<file path="config.mk">
export PLATFORM = sky130hd
export DESIGN_NAME = partition_allocator_ff_bf_wf
export DESIGN_NICKNAME = d
export VERILOG_FILES = /design/src/hw/rtl/pafb_pkg.sv /design/src/hw/rtl/pafb_ctrl.sv /design/src/hw/rtl/pafb_dp.sv /design/src/hw/rtl/partition_allocator_ff_bf_wf.sv
export SDC_FILE = /design/constraint.sdc
export NUM_CORES = 1
export LEC_CHECK = 0
export ABC_AREA = 0
export BUFFER_PORTS_ARGS = -buffer_cell sky130_fd_sc_hd__buf_4
export CAP_MARGIN = 10
export CORE_MARGIN = 2
export CORE_UTILIZATION = 30
export CTS_BUF_LIST = sky130_fd_sc_hd__clkbuf_4
export DETAILED_ROUTE_END_ITERATION = 10
export GPL_ROUTABILITY_DRIVEN = 0
export SYNTH_ARGS = -nofsm -noshare
export SYNTH_HDL_FRONTEND = slang
export SYNTH_SLANG_ARGS = --single-unit
</file>
<file path="constraint.sdc">
create_clock -name i_clk -period 6.7 [get_ports i_clk]
set_input_delay 1.34 -clock i_clk [delete_from_list [all_inputs] [get_ports i_clk]]
set_output_delay 1.34 -clock i_clk [all_outputs]
set_load 0.005 [all_outputs]
</file>
<file path="src/hw/rtl/pafb_pkg.sv">
// Types and constants of the partition allocator.
package pafb_pkg;

    localparam logic [1:0] OP_ALLOC = 2'd0;
    localparam logic [1:0] OP_FREE  = 2'd1;
    localparam logic [1:0] OP_CLEAR = 2'd2;

    localparam logic [1:0] ST_OK    = 2'd0;
    localparam logic [1:0] ST_NOFIT = 2'd1;
    localparam logic [1:0] ST_FULL  = 2'd2;
    localparam logic [1:0] ST_ZERO  = 2'd3;

    localparam logic [1:0] POL_FIRST = 2'd0;
    localparam logic [1:0] POL_BEST  = 2'd1;
    localparam logic [1:0] POL_WORST = 2'd2;

    localparam logic [1:0] REG_POLICY   = 2'd0;
    localparam logic [1:0] REG_MEM_SIZE = 2'd1;
    localparam logic [1:0] REG_MIN_FRAG = 2'd2;

    localparam logic [1:0]  RST_POLICY   = 2'd0;
    localparam logic [15:0] RST_MEM_SIZE = 16'd1024;
    localparam logic [15:0] RST_MIN_FRAG = 16'd10;

    typedef enum logic [3:0] {
        S_IDLE = 4'b0001,
        S_SCAN = 4'b0010,
        S_UPD  = 4'b0100,
        S_OUT  = 4'b1000
    } t_state;

    typedef struct packed {
        logic load;
        logic scan;
        logic update;
    } t_cmd;

    typedef struct packed {
        logic scan_last;
    } t_sts;

endpackage

</file>
<file path="src/hw/rtl/pafb_ctrl.sv">
// Controller state machine of the partition allocator.
module pafb_ctrl (
    input  logic             i_clk,
    input  logic             i_rst_n,
    input  logic             i_in_valid,
    input  logic             i_out_ready,
    input  pafb_pkg::t_sts   i_sts,
    output pafb_pkg::t_cmd   o_cmd,
    output logic             o_in_ready,
    output logic             o_out_valid
);

    pafb_pkg::t_state r_state, n_state;

    always_comb begin
        n_state = r_state;
        o_cmd   = '0;
        case (r_state)
            pafb_pkg::S_IDLE: begin
                if (i_in_valid) begin
                    o_cmd.load = 1'b1;
                    n_state    = pafb_pkg::S_SCAN;
                end
            end
            pafb_pkg::S_SCAN: begin
                o_cmd.scan = 1'b1;
                if (i_sts.scan_last) n_state = pafb_pkg::S_UPD;
            end
            pafb_pkg::S_UPD: begin
                o_cmd.update = 1'b1;
                n_state      = pafb_pkg::S_OUT;
            end
            pafb_pkg::S_OUT: begin
                if (i_out_ready) n_state = pafb_pkg::S_IDLE;
            end
            default: n_state = pafb_pkg::S_IDLE;
        endcase
    end

    always_ff @(posedge i_clk) begin
        if (!i_rst_n) r_state <= pafb_pkg::S_IDLE;
        else          r_state <= n_state;
    end

    assign o_in_ready  = (r_state == pafb_pkg::S_IDLE);
    assign o_out_valid = (r_state == pafb_pkg::S_OUT);

endmodule

</file>
<file path="src/hw/rtl/pafb_dp.sv">
// Datapath of the partition allocator: free table, scan and update logic.
module pafb_dp #(
    parameter int TABLE_ENTRIES = 16,
    parameter int ADDR_BITS     = 16
) (
    input  logic                 i_clk,
    input  logic                 i_rst_n,
    input  pafb_pkg::t_cmd       i_cmd,
    output pafb_pkg::t_sts       o_sts,
    input  logic [1:0]           i_op,
    input  logic [15:0]          i_req,
    input  logic [15:0]          i_start,
    input  logic [1:0]           i_policy,
    input  logic [15:0]          i_mem_size,
    input  logic [15:0]          i_min_frag,
    output logic [1:0]           o_status,
    output logic [15:0]          o_gaddr,
    output logic [15:0]          o_gsize
);

    localparam int AW = ADDR_BITS;
    localparam int EW = ((ADDR_BITS > 16) ? ADDR_BITS : 16) + 1;
    localparam int IW = $clog2(TABLE_ENTRIES);
    localparam logic [EW-1:0] AMASK_E = {{(EW-AW){1'b0}}, {AW{1'b1}}};
    localparam logic [EW-1:0] RST_LEN_E =
        ({{(EW-16){1'b0}}, pafb_pkg::RST_MEM_SIZE} > AMASK_E) ? AMASK_E
        : {{(EW-16){1'b0}}, pafb_pkg::RST_MEM_SIZE};

    logic [AW-1:0] r_fs [TABLE_ENTRIES];
    logic [AW-1:0] r_fl [TABLE_ENTRIES];
    logic [TABLE_ENTRIES-1:0] r_fv;
    logic [TABLE_ENTRIES-1:0] n_fv;

    logic [1:0]    r_op;
    logic [15:0]   r_req;
    logic [AW-1:0] r_s;
    logic [IW-1:0] r_idx;

    logic          r_pk_hit, r_l_hit, r_r_hit, r_e_hit;
    logic [IW-1:0] r_pk_idx, r_l_idx, r_r_idx, r_e_idx;
    logic [AW-1:0] r_pk_s, r_pk_l, r_l_s, r_r_s, r_r_l;

    logic [1:0]    r_status;
    logic [AW-1:0] r_gaddr, r_gsize;

    logic [EW-1:0] req_e, s_e, end_e, start_in_e, mem_e, clr_len_e;
    logic [AW-1:0] cur_s, cur_l;
    logic          cur_v, fit, better, take_pick, left_c, right_c, empty_c;

    logic          wa_en, wa_valid, inv_en;
    logic [IW-1:0] wa_idx, inv_idx;
    logic [AW-1:0] wa_s, wa_l;
    logic [1:0]    n_status;
    logic [AW-1:0] n_gaddr, n_gsize;
    logic [EW-1:0] rem_e, sum_e, ga_e, gs_e;

    function automatic logic [EW-1:0] ext(input logic [AW-1:0] x);
        ext = {{(EW-AW){1'b0}}, x};
    endfunction

    assign req_e      = {{(EW-16){1'b0}}, r_req};
    assign s_e        = ext(r_s);
    assign end_e      = s_e + req_e;
    assign start_in_e = {{(EW-16){1'b0}}, i_start};
    assign mem_e      = {{(EW-16){1'b0}}, i_mem_size};
    assign clr_len_e  = (mem_e > AMASK_E) ? AMASK_E : mem_e;

    assign o_sts.scan_last = (r_idx == IW'(TABLE_ENTRIES - 1));

    // One table entry is examined per scan cycle against the running candidates.
    always_comb begin
        cur_v = r_fv[r_idx];
        cur_s = r_fs[r_idx];
        cur_l = r_fl[r_idx];
        fit   = ext(cur_l) >= req_e;
        case (i_policy)
            pafb_pkg::POL_BEST:
                better = (cur_l != r_pk_l) ? (cur_l < r_pk_l) : (cur_s < r_pk_s);
            pafb_pkg::POL_WORST:
                better = (cur_l != r_pk_l) ? (cur_l > r_pk_l) : (cur_s < r_pk_s);
            default: better = cur_s < r_pk_s;
        endcase
        take_pick = cur_v && fit && (!r_pk_hit || better);
        left_c    = cur_v && !r_l_hit && ((ext(cur_s) + ext(cur_l)) == s_e);
        right_c   = cur_v && !left_c && !r_r_hit && (ext(cur_s) == end_e);
        empty_c   = !cur_v && !r_e_hit;
    end

    always_comb begin
        wa_en    = 1'b0;
        wa_valid = 1'b1;
        wa_idx   = r_pk_idx;
        wa_s     = r_pk_s;
        wa_l     = r_pk_l;
        inv_en   = 1'b0;
        inv_idx  = r_pk_idx;
        n_status = pafb_pkg::ST_OK;
        n_gaddr  = '0;
        n_gsize  = '0;
        rem_e    = ext(r_pk_l) - req_e;
        sum_e    = ext(r_r_s) + ext(r_r_l);
        case (r_op)
            pafb_pkg::OP_ALLOC: begin
                if (r_req == '0) begin
                    n_status = pafb_pkg::ST_ZERO;
                end else if (!r_pk_hit) begin
                    n_status = pafb_pkg::ST_NOFIT;
                end else begin
                    n_gaddr = r_pk_s;
                    if (rem_e > {{(EW-16){1'b0}}, i_min_frag}) begin
                        n_gsize = req_e[AW-1:0];
                        wa_en   = 1'b1;
                        wa_s    = r_pk_s + req_e[AW-1:0];
                        wa_l    = rem_e[AW-1:0];
                    end else begin
                        n_gsize = r_pk_l;
                        inv_en  = 1'b1;
                    end
                end
            end
            pafb_pkg::OP_FREE: begin
                if (r_req == '0) begin
                    n_status = pafb_pkg::ST_ZERO;
                end else if (end_e > AMASK_E) begin
                    n_status = pafb_pkg::ST_NOFIT;
                end else if (r_l_hit) begin
                    wa_en  = 1'b1;
                    wa_idx = r_l_idx;
                    wa_s   = r_l_s;
                    if (r_r_hit) begin
                        wa_l    = sum_e[AW-1:0] - r_l_s;
                        inv_en  = 1'b1;
                        inv_idx = r_r_idx;
                    end else begin
                        wa_l = end_e[AW-1:0] - r_l_s;
                    end
                end else if (r_r_hit) begin
                    wa_en  = 1'b1;
                    wa_idx = r_r_idx;
                    wa_s   = r_s;
                    wa_l   = sum_e[AW-1:0] - r_s;
                end else if (r_e_hit) begin
                    wa_en  = 1'b1;
                    wa_idx = r_e_idx;
                    wa_s   = r_s;
                    wa_l   = req_e[AW-1:0];
                end else begin
                    n_status = pafb_pkg::ST_FULL;
                end
            end
            default: ;
        endcase
    end

    always_comb begin
        n_fv = r_fv;
        if (r_op == pafb_pkg::OP_CLEAR) begin
            n_fv = {{(TABLE_ENTRIES-1){1'b0}}, (clr_len_e != '0)};
        end else begin
            if (wa_en)  n_fv[wa_idx]  = wa_valid;
            if (inv_en) n_fv[inv_idx] = 1'b0;
        end
    end

    always_ff @(posedge i_clk) begin
        if (!i_rst_n) begin
            r_fv <= {{(TABLE_ENTRIES-1){1'b0}}, (RST_LEN_E != '0)};
            for (int k = 0; k < TABLE_ENTRIES; k++) begin
                r_fs[k] <= '0;
                r_fl[k] <= (k == 0) ? RST_LEN_E[AW-1:0] : '0;
            end
            r_idx   <= '0;
        end else begin
            if (i_cmd.load) r_idx <= '0;
            else if (i_cmd.scan && !o_sts.scan_last) r_idx <= r_idx + 1'b1;
            if (i_cmd.update) begin
                r_fv <= n_fv;
                if (r_op == pafb_pkg::OP_CLEAR) begin
                    r_fs[0] <= '0;
                    r_fl[0] <= clr_len_e[AW-1:0];
                end else if (wa_en) begin
                    r_fs[wa_idx] <= wa_s;
                    r_fl[wa_idx] <= wa_l;
                end
            end
        end
    end

    always_ff @(posedge i_clk) begin
        if (!i_rst_n) begin
            r_pk_hit <= 1'b0;
            r_l_hit  <= 1'b0;
            r_r_hit  <= 1'b0;
            r_e_hit  <= 1'b0;
        end else if (i_cmd.load) begin
            r_pk_hit <= 1'b0;
            r_l_hit  <= 1'b0;
            r_r_hit  <= 1'b0;
            r_e_hit  <= 1'b0;
        end else if (i_cmd.scan) begin
            if (take_pick) r_pk_hit <= 1'b1;
            if (left_c)    r_l_hit  <= 1'b1;
            if (right_c)   r_r_hit  <= 1'b1;
            if (empty_c)   r_e_hit  <= 1'b1;
        end
    end

    always_ff @(posedge i_clk) begin
        if (i_cmd.load) begin
            r_op  <= i_op;
            r_req <= i_req;
            r_s   <= start_in_e[AW-1:0];
        end
        if (i_cmd.scan) begin
            if (take_pick) begin
                r_pk_idx <= r_idx;
                r_pk_s   <= cur_s;
                r_pk_l   <= cur_l;
            end
            if (left_c) begin
                r_l_idx <= r_idx;
                r_l_s   <= cur_s;
            end
            if (right_c) begin
                r_r_idx <= r_idx;
                r_r_s   <= cur_s;
                r_r_l   <= cur_l;
            end
            if (empty_c) r_e_idx <= r_idx;
        end
        if (i_cmd.update) begin
            r_status <= n_status;
            r_gaddr  <= n_gaddr;
            r_gsize  <= n_gsize;
        end
    end

    assign ga_e     = ext(r_gaddr);
    assign gs_e     = ext(r_gsize);
    assign o_status = r_status;
    assign o_gaddr  = ga_e[15:0];
    assign o_gsize  = gs_e[15:0];

endmodule

</file>
<file path="src/hw/rtl/partition_allocator_ff_bf_wf.sv">
// One transaction is handled at a time: the request is loaded, the table is scanned
// one entry per cycle, the table is updated and the result is offered. The next request
// is accepted in the cycle after the result is taken.
// Synchronous active-low reset: one free block of 1024 units at address 0,
// policy first fit, minimum fragment 10.
module partition_allocator_ff_bf_wf #(
    parameter int TABLE_ENTRIES = 16,
    parameter int ADDR_BITS     = 16
) (
    input  logic        i_clk,
    input  logic        i_rst_n,
    input  logic        s_axis_tvalid,
    output logic        s_axis_tready,
    input  logic [31:0] s_axis_tdata,   // req_size[15:0], block_start[31:16]
    input  logic [1:0]  s_axis_tuser,   // op[1:0]
    output logic        m_axis_tvalid,
    input  logic        m_axis_tready,
    output logic [31:0] m_axis_tdata,   // grant_addr[15:0], grant_size[31:16]
    output logic [1:0]  m_axis_tuser,   // status[1:0]
    input  logic        psel,
    input  logic        penable,
    input  logic        pwrite,
    input  logic [3:0]  paddr,
    input  logic [31:0] pwdata,
    output logic [31:0] prdata,
    output logic        pready
);

    logic [1:0]  r_policy;
    logic [15:0] r_mem_size;
    logic [15:0] r_min_frag;
    logic [1:0]  reg_idx;
    logic [15:0] gaddr, gsize;

    pafb_pkg::t_cmd cmd;
    pafb_pkg::t_sts sts;

    assign pready  = 1'b1;
    assign reg_idx = paddr[3:2];

    always_ff @(posedge i_clk) begin
        if (!i_rst_n) begin
            r_policy   <= pafb_pkg::RST_POLICY;
            r_mem_size <= pafb_pkg::RST_MEM_SIZE;
            r_min_frag <= pafb_pkg::RST_MIN_FRAG;
        end else if (psel && penable && pwrite && pready) begin
            case (reg_idx)
                pafb_pkg::REG_POLICY:   r_policy   <= pwdata[1:0];
                pafb_pkg::REG_MEM_SIZE: r_mem_size <= pwdata[15:0];
                pafb_pkg::REG_MIN_FRAG: r_min_frag <= pwdata[15:0];
                default: ;
            endcase
        end
    end

    always_comb begin
        case (reg_idx)
            pafb_pkg::REG_POLICY:   prdata = {30'd0, r_policy};
            pafb_pkg::REG_MEM_SIZE: prdata = {16'd0, r_mem_size};
            pafb_pkg::REG_MIN_FRAG: prdata = {16'd0, r_min_frag};
            default:                prdata = '0;
        endcase
    end

    pafb_ctrl u_ctrl (
        .i_clk       (i_clk),
        .i_rst_n     (i_rst_n),
        .i_in_valid  (s_axis_tvalid),
        .i_out_ready (m_axis_tready),
        .i_sts       (sts),
        .o_cmd       (cmd),
        .o_in_ready  (s_axis_tready),
        .o_out_valid (m_axis_tvalid)
    );

    pafb_dp #(
        .TABLE_ENTRIES (TABLE_ENTRIES),
        .ADDR_BITS     (ADDR_BITS)
    ) u_dp (
        .i_clk      (i_clk),
        .i_rst_n    (i_rst_n),
        .i_cmd      (cmd),
        .o_sts      (sts),
        .i_op       (s_axis_tuser),
        .i_req      (s_axis_tdata[15:0]),
        .i_start    (s_axis_tdata[31:16]),
        .i_policy   (r_policy),
        .i_mem_size (r_mem_size),
        .i_min_frag (r_min_frag),
        .o_status   (m_axis_tuser),
        .o_gaddr    (gaddr),
        .o_gsize    (gsize)
    );

    assign m_axis_tdata = {gsize, gaddr};

endmodule

</file>
After elaboration in Yosys (flattened, before gate mapping)
Memory sizes are Yosys's and may differ from the RTL's. A register that Yosys moved wholly into a read port is not among the register bits.
Cells that the tools add are included.
Widths: inputs -> output; s select.
{"block": "totals", "regBits": 226, "ram_bits": 512, "inputBits": 77, "output_inout_bits": 69, "word_cells": 211, "memories": 2}
{"memory": "u_dp.r_fl", "words": 16, "word_bits": 16, "rd": 1, "rd_ports_with_merged_regs": 1, "write_ports": 16, "line": "pafb_dp.sv:30", "rtl": "logic [AW-1:0] r_fl [TABLE_ENTRIES];"}
{"memory": "u_dp.r_fs", "words": 16, "word_bits": 16, "rd": 1, "rd_ports_with_merged_regs": 1, "write_ports": 16, "line": "pafb_dp.sv:29", "rtl": "logic [AW-1:0] r_fs [TABLE_ENTRIES];"}
{"block": "op_classes", "n_addsub": 9, "order_cmp": 12, "eq_ne": 17, "n_mux": 101, "bitwise": 8, "n_reduce_logical": 37}
{"cell": "$mux 16", "n": 27}
{"cell": "$mux 4", "n": 20}
{"cell": "$pmux 16 s2", "n": 2}
{"cell": "$pmux 16 s3", "n": 1}
{"cell": "$sub 16x16->16", "n": 3}
{"cell": "$mux 1", "n": 37}
{"cell": "$add 16x16->17", "n": 2}
{"cell": "$add 16x16->16", "n": 2}
{"cell": "$lt 16x16->1", "n": 2}
{"cell": "$reduce_or 16->1", "n": 2}
{"cell": "$eq 16x17->1", "n": 1}
{"cell": "$eq 17x16->1", "n": 1}
{"cell": "$gt 17x16->1", "n": 1}
{"cell": "$gt 17x16->1 const B", "n": 1}
{"cell": "$reduce_bool 17->1", "n": 1}
{"cell": "$sub 16x16->17", "n": 1}
{"cell": "$and 16x16->16", "n": 1}
{"cell": "$ge 16x16->1", "n": 1}
{"cell": "$gt 16x16->1", "n": 1}
{"cell": "$gt 16x16->1 const B", "n": 1}
{"cell": "$logic_not 16->1", "n": 1}
{"cell": "$ne 16x16->1", "n": 1}
{"cell": "$not 16->16", "n": 1}
{"cell": "$or 16x16->16", "n": 1}
{"cell": "other kinds (27)", "n": 72}

Longest topological paths before layout
Gate-level depths: netlist of the first run.
{"block": "depth", "ltp_word": 16, "ltp_mapped": 23, "depth_no_buf": 22}

Cells and area by module
A second synthesis of the first run with hierarchy kept.
{"block": "hier_totals", "cells_unflattened": 3230, "hier_area_um2": 39434.1}
{"mod": "pafb_dp", "n_inst": 1, "cells_per_inst": 3025, "area_each_um2": 37513.5, "seq_area_each_um2": 20860.0}
{"mod": "partition_allocator_ff_bf_wf", "n_inst": 1, "cells_per_inst": 181, "area_each_um2": 1686.6, "seq_area_each_um2": 680.7}
{"mod": "pafb_ctrl", "n_inst": 1, "cells_per_inst": 24, "area_each_um2": 234.0, "seq_area_each_um2": 80.1}

Least setup slack after synthesis of the first run
Ideal clock, no wire load.
{"block": "synth_path", "kind": "register to register", "start": "register (tool-made name)", "end": "register u_dp.r_pk_idx[0] (enable)", "setup_time_ps": 441, "arrival_ps": 6387, "required_time_ps": 6259, "path_slack_ps": -129, "path_stages_with_launch": 19, "path_buffers": 5, "period_less_slack_ps": 6829, "cell_sequence": "dfxtp_1 > buf_2 > buf_2 > buf_4 > buf_2 > buf_1 > mux4_2 > mux4_2 > ha_1 > nor2b_1 > o21a_1 > o21a_1 > o21a_1 > o21a_1 > o21ai_0 > a211oi_1 > nor2_1 > o22ai_1 > a21oi_1"}
{"element": "to (signal assigned)", "line": "pafb_dp.sv:216", "rtl": "r_pk_idx <= r_idx;"}
{"element": "to (decl)", "line": "pafb_dp.sv:40", "rtl": "logic [IW-1:0] r_pk_idx, r_l_idx, r_r_idx, r_e_idx;"}

==> results of run 1 <==
[through the flow]
step | hold slack (ns) | worst slack (ns)
final | 0.468 | 0.399
after global routing | 0.404 | 0.101
after CTS | 0.367 | 0.563
after detailed placement | 0.452 | 0.612
after global placement | 0.448 | 0.648
after floorplan | 0.420 | 0.148
[layer usage]
layer	track usage, %	vias to the layer above
met2	31.1	1449
li1	-	12598
met3	4.23	240
met5	0	-
met1	24.5	14056
met4	7.66	0
[how the worst min path moves through the flow]
stage	from	endpoint	slack (ns)	depth (start not counted)
after detailed placement	u_dp.r_fv[11]$_SDFFE_PN0P_	u_dp.r_fv[11]$_SDFFE_PN0P_	0.45	2
after CTS	s_axis_tdata[18]	u_dp.r_s[2]$_DFFE_PP_	0.37	1
after floorplan	u_dp.r_fv[11]$_SDFFE_PN0P_	u_dp.r_fv[11]$_SDFFE_PN0P_	0.42	2
after global placement	u_dp.r_fv[11]$_SDFFE_PN0P_	u_dp.r_fv[11]$_SDFFE_PN0P_	0.45	2
final	u_dp.r_fv[11]$_SDFFE_PN0P_	u_dp.r_fv[11]$_SDFFE_PN0P_	0.47	2
after global routing	s_axis_tdata[2]	u_dp.r_req[2]$_DFFE_PP_	0.40	1
[power by group]
group | switching, mW | leakage [nW] | internal, mW
clock | 1.93 | 1.41 | 1.92
sequential | 0.0788 | 7.38 | 5.17
combinational | 0.958 | 7.77 | 0.553
[layout make-up]
| class | instances | area (sq um) |
|---|---|---|
| Clock buffer | 281 | 2110 |
| Sequential cell | 742 | 21600 |
| Tap cell | 1742 | 2180 |
| Fill cell | 12757 | 84300 |
| Timing Repair Buffer | 246 | 1980 |
| Clock inverter | 48 | 244 |
| Inverter | 138 | 518 |
| Multi-Input combinational cell | 2182 | 16000 |
| Antenna cell | 7 | 17.5 |
[layout by cell type (no fill, tap or decap), types with 127 or more instances in the layout]
cell type,count
inv_1,136
a21oi_1,168
nor2_1,628
o21ai_0,127
nand2_1,215
ha_1,174
clkbuf_4,281
buf_4,235
mux4_2,164
edfxtp_1,676
[kinds of logic after synthesis]
| group | after synthesis | synth area share [%] |
|---|---|---|
| AND/OR/NAND/NOR | 1058 | 11.4 |
| flip-flops | 742 | 55.6 |
| AO/OA/AOI/OAI | 603 | 10.2 |
| buffers and inverters | 337 | 3.55 |
| multiplexers | 205 | 10.6 |
| adder cells (fa/ha/maj) | 181 | 5.96 |
| XOR/XNOR | 118 | 2.66 |
| other | 2 | 0.0193 |
[tightest hold or removal path, delay by kind of cell (launching register included)]
family             cells  cell delay, ns
DFF                    1            0.34
and+or+nand+nor        1            0.05
AOI/OAI and AO/OA      1            0.05
==> metrics.txt, run 1 <==
Post-Synthesis Cells 3,246; Slew @ Worst Pin 1.14 ns; R2R Setup Slk 0.40 ns; Fin. Hold Viols 0; CTS Sinks 742; WP buf/inv 2; die height 364 um; Final Setup Violations 0; RSZ-0062 raised after global routing no; # H-tree levels 4; peak supply drop 163 uV; share of cells above drive strength 1 21.1%; Top Ports 146; number of gates resized after cts 0; Main synth FF type edfxtp_1; DR WL met3 11,700 um; reg2reg start u_dp.r_pk_l[0]$_DFFE_PP_; dpl cell area 0.0423 sq mm; routed len/inst 23.7 um; CP Class flop to flop; Cell Rows 132; Synth top cells by count edfxtp_1, nor2_1, nand2_1; first-pass GRT wire length 185,000 um; GRT Util Overall 19.1%; fin util 34.6%; Core Area 0.129 sq mm; critical path endpoint u_dp.r_fl[8][4]$_SDFFCE_PN0P_; postcts setup bufs 0; total global routing overflow 0; biggest area consumer among synthesized cells edfxtp_1; Syn-to-layout area delta 14.9%; Final Non-Filler Cells 5,386; Period minus WS final 6.30 ns; metal1 wirelength 50,500 um; setup TNS 0 ns; Skew-Pair Late Insertion Delay 1.06 ns; Pleak 16.6 nW; synth unique cells 76; CTS Hold Bufs 0; top cells by area, synth edfxtp_1, mux4_2, nor2_1; clk_skew 0.0758 ns; DP Cell Count 5,048; cell depth of the worst setup path 22; Max Fanout on Critical Path 32; 1st-pass router iterations 6; critical path launch point u_dp.r_pk_l[0]$_DFFE_PP_; Final Cell Area 0.0447 sq mm; largest net degree at the start of global routing 74; cts bufs inserted 193; Power, Total 10.6 mW; length of routed met2 wiring 60,900 um; input/output buffers 110; post-synth top area share 52.2%; Routed Antenna Nets 0; Top Metal Used met4; WP data arrival 6.93 ns; DRC viols 0; status complete, no violations; Reg2Reg Depth 22; Top Registers u_dp.r_fl (256), u_dp.r_fs (256); worst r2r dst u_dp.r_fl[8][4]$_SDFFCE_PN0P_; placed wire-length estimate 87,000 um; final count of pins violating max slew 0; Ys Warns 0; FF+latch count, synth 742; Hold Path Class flop to flop; Starting Density 30.1%; Critical-path top delay cell nor2b_1; crit path cell chain inv_1 -> ha_1 -> fa_1 -> nor2b_1 -> o31ai_1 -> a21oi_1 -> a21oi_1 -> o21bai_1 -> a21oi_1 -> xnor2_1 -> ha_1 -> nand4_1 -> nor2_1 -> a41oi_1 -> o31a_1 -> a22o_1 -> and2_1 -> a22oi_1 -> nor2b_1 -> nand2_1 -> nand2_2 -> buf_4; Routed WL 128,000 um; # nets final 3,761; Synth async-reset ratio 0%; Seq/Total Area, Yosys 55.6%; DIE AREA 0.132 sq mm; via count 28,343; Post-synth EDFFs 676; Iter 0 DRT Violations 3,102; Fmax achieved 159 MHz; maxcap violations 0; Via-to-Cell Ratio 5.26; endpoint class of the critical path flop; CTS Root Cell clkbuf_4; critical path's top delay family compound AO/OA/AOI/OAI gates; Worst Setup Start Kind flop; Die Width 364 um; CP max stage delay 0.68 ns; headroom to the max-slew limit 23.4%; PwrDens 237 mW/mm^2; vias in the first global route 27,453; CTS clk-pin slew, worst paths 0.07 ns; final period utilization 94.0%; synthesized area 0.0389 sq mm; Worst EP required 7.32 ns; CTS Buffer Depth 3; CTS tree yes; initial antenna violation count 7; most common cell in the netlist edfxtp_1; most frequent CP cell a21oi_1; Mapped Avg Cell Area 12.0 sq um
Power figures use the tool's default switching activity.
==> run 2: changes to the inputs <==
==> constraint.sdc (replaced) <==
create_clock -name i_clk -period 7 [get_ports i_clk]
set_input_delay 1.4 -clock i_clk [delete_from_list [all_inputs] [get_ports i_clk]]
set_output_delay 1.4 -clock i_clk [all_outputs]
set_load 0.005 [all_outputs]
==> run 2 against run 1 <==
Compared with the run above:
- register-to-register slack better by 0.25 ns
- combinational power fell by 3%
- routed wire length fell by 0.12%
- setup slack improved by 0.25 ns
- largest power group unchanged
- sequential power down 4.4%
- flip-flop and latch count is the same
- core utilization is 0.082 points higher
- sequential share of layout area fell by 0.12 points
- die area stayed put
- final cell count grew 0.24%
- non-clock buffer count shrank 9
==> metrics.txt, run 2 (same netlist as run 1, synthesis figures left out) <==
status complete, no violations; CTS Hold Bufs 0 (unchanged); PwrDens 232 mW/mm^2 (-2.5%); largest net degree at the start of global routing 73 (-1.4%); endpoint class of the critical path flop; Slew @ Worst Pin 1.21 ns (+0.0656 ns); R2R Setup Slk 0.65 ns (+0.25 ns); placed wire-length estimate 86,800 um (-0.20%); # H-tree levels 4 (unchanged); Skew-Pair Late Insertion Delay 1.13 ns (+0.07 ns); share of cells above drive strength 1 21.3% (+0.28 points); Cell Rows 132 (unchanged); vias in the first global route 28,065 (+2.2%); Routed WL 128,000 um (-0.12%); Top Registers u_dp.r_fl (256), u_dp.r_fs (256); DIE AREA 0.132 sq mm (unchanged); Die Width 364 um (unchanged); CTS Buffer Depth 3 (unchanged); input/output buffers 110 (unchanged); Period minus WS final 6.35 ns (+0.0480 ns); initial antenna violation count 5 (-2); Worst Hold Path EP u_dp.r_s[12]$_DFFE_PP_; total global routing overflow 0 (unchanged); Final Setup Violations 0 (unchanged); cts bufs inserted 198 (+2.6%); Syn-to-layout area delta 15.2%; Fin. Hold Viols 0 (unchanged); RSZ-0062 raised after global routing no; CTS Sinks 742 (unchanged); GRT Util Overall 19.1% (+0.020 points); Reg2Reg Depth 21 (-4.5%); Hold Path Class input port to flop; first-pass GRT wire length 185,000 um (+0.17%); setup TNS 0 ns (unchanged); Min-Delay Path Depth 1 (-1); 1st-pass router iterations 6 (unchanged); commonest non-fill, non-tap cells in the layout edfxtp_1, nor2_1, clkbuf_4, buf_4, nand2_1; final setup slack of the worst path 0.651 ns (+0.252 ns); CTS clk-pin slew, worst paths 0.06 ns (about the same); routed len/inst 23.6 um (-0.36%); via count 28,505 (+0.57%); critical path launch point u_dp.r_pk_l[0]$_DFFE_PP_; peak supply drop 144 uV (-12%); CTS tree yes; final count of pins violating max slew 0 (unchanged); Top Ports 146 (unchanged); Starting Density 30.1% (unchanged); # nets final 3,757 (-0.11%); Worst EP required 7.70 ns (+0.38 ns); die height 364 um (unchanged); pre-CTS WS 0.787 ns (+0.175 ns); Fmax achieved 158 MHz (-0.76%); area of the multi-input gates 0.0160 sq mm (unchanged); Pleak 16.6 nW (+0.33%); DRC viols 0 (unchanged); Worst Setup Start Kind flop; Reg area 0.0216 sq mm (unchanged); fillers 12,778 (+0.16%); number of gates resized after cts 0 (unchanged); reg2reg start u_dp.r_pk_l[0]$_DFFE_PP_; headroom to the max-slew limit 19.0% (-4.4 points); maxcap violations 0 (unchanged); worst r2r dst u_dp.r_fs[14][5]$_SDFFCE_PN0P_; min-delay src s_axis_tdata[28]; Max Fanout on Critical Path 32 (unchanged); Core Area 0.129 sq mm (unchanged); CTS Root Cell clkbuf_4; WP data arrival 7.05 ns (+0.12 ns); commonest non-fill, non-tap cell in the layout edfxtp_1; final period utilization 90.7% (-3.3 points); Iter 0 DRT Violations 3,038 (-2.1%); Via-to-Cell Ratio 5.28 (+0.33%); postcts setup bufs 0 (unchanged); clk_skew 0.0943 ns (+0.0185 ns); Routed Antenna Nets 0 (unchanged); CP Class flop to flop
[run 2: cell types whose count changed in the layout (fill, tap and decap cells not counted), sizes merged]
cell | before | now
clkbuf | 281 | 301
diode | 7 | 6
bufinv | 0 | 2
clkinvlp | 2 | 4
buf | 246 | 237
inv | 143 | 141
clkinv | 41 | 42
[run 2: worst max-delay path, cell delays in order, from the launching register on]
cell and delay [ns]:
edfxtp_1 0.45, inv_1 0.15, ha_1 0.21, fa_1 0.23
nor2b_1 0.08, o31ai_1 0.49, a21oi_1 0.19, a21oi_1 0.28
o21bai_1 0.10, a21oi_1 0.17, xnor2_1 0.29, ha_1 0.36
nand4_1 0.10, nor2_1 0.06, a41oi_1 0.20, o31a_1 0.23
a22o_1 0.32, and2_1 0.20, a22oi_1 0.11, nor2_1 0.62
nand2_1 0.18, nand2_2 0.88
[run 2: layer usage]
metal / GRT usage (%) / up-vias / routed length, um
met5: 0 / - / 13
met4: 9.49 / 2 / 5640
met3: 3.35 / 257 / 10500
met2: 31.0 / 1398 / 60400
met1: 24.5 / 14216 / 51000
li1: - / 12632 / -
[run 2: area by class of cell]
class	instances	share of cell area, %
multi-input combinational	2182	35.7
tap	1742	4.87
clock inverter	51	0.668
antenna	6	0.0335
clock buffer	301	5.05
inverter	138	1.16
timing repair buffer	237	4.20
sequential	742	48.3
[run 2: worst max-delay path by stage]
stage,end,slack [ns],cells past startpoint
finish,u_dp.r_fs[14][5]$_SDFFCE_PN0P_,0.65,21
global route,u_dp.r_fl[7][15]$_SDFFCE_PN0P_,0.35,24
CTS,u_dp.r_fl[14][12]$_SDFFCE_PN0P_,0.74,20
detailed placement,u_dp.r_fl[5][15]$_SDFFCE_PN0P_,0.79,23
global placement,u_dp.r_fl[0][0]$_DFFE_PP_,0.73,19
floorplan,u_dp.r_pk_idx[0]$_DFFE_PP_,0.17,18
[run 2: metrics by stage]
| step | cells | power (mW) | hold WS, ns | instance area, sq um | util, % |
|---|---|---|---|---|---|
| floorplan | 3261 | 6.01 | 0.420 | 38900 | - |
| global placement | 5039 | 6.52 | 0.441 | 42200 | 32.7 |
| detailed placement | 5040 | 6.54 | 0.455 | 42200 | 32.7 |
| CTS | 5392 | 10.4 | 0.329 | 44800 | 34.7 |
| global route | 5398 | 10.8 | 0.391 | 44800 | 34.7 |
| finish | 5399 | 10.4 | 0.448 | 44800 | 34.7 |
[run 2: where the power goes]
group | internal, mW | total, mW | switching, mW
Sequential | 4.95 | 5.02 | 0.0742
Combinational | 0.524 | 1.46 | 0.935
Clock | 2.03 | 3.89 | 1.86
Total | 7.50 | 10.4 | 2.87
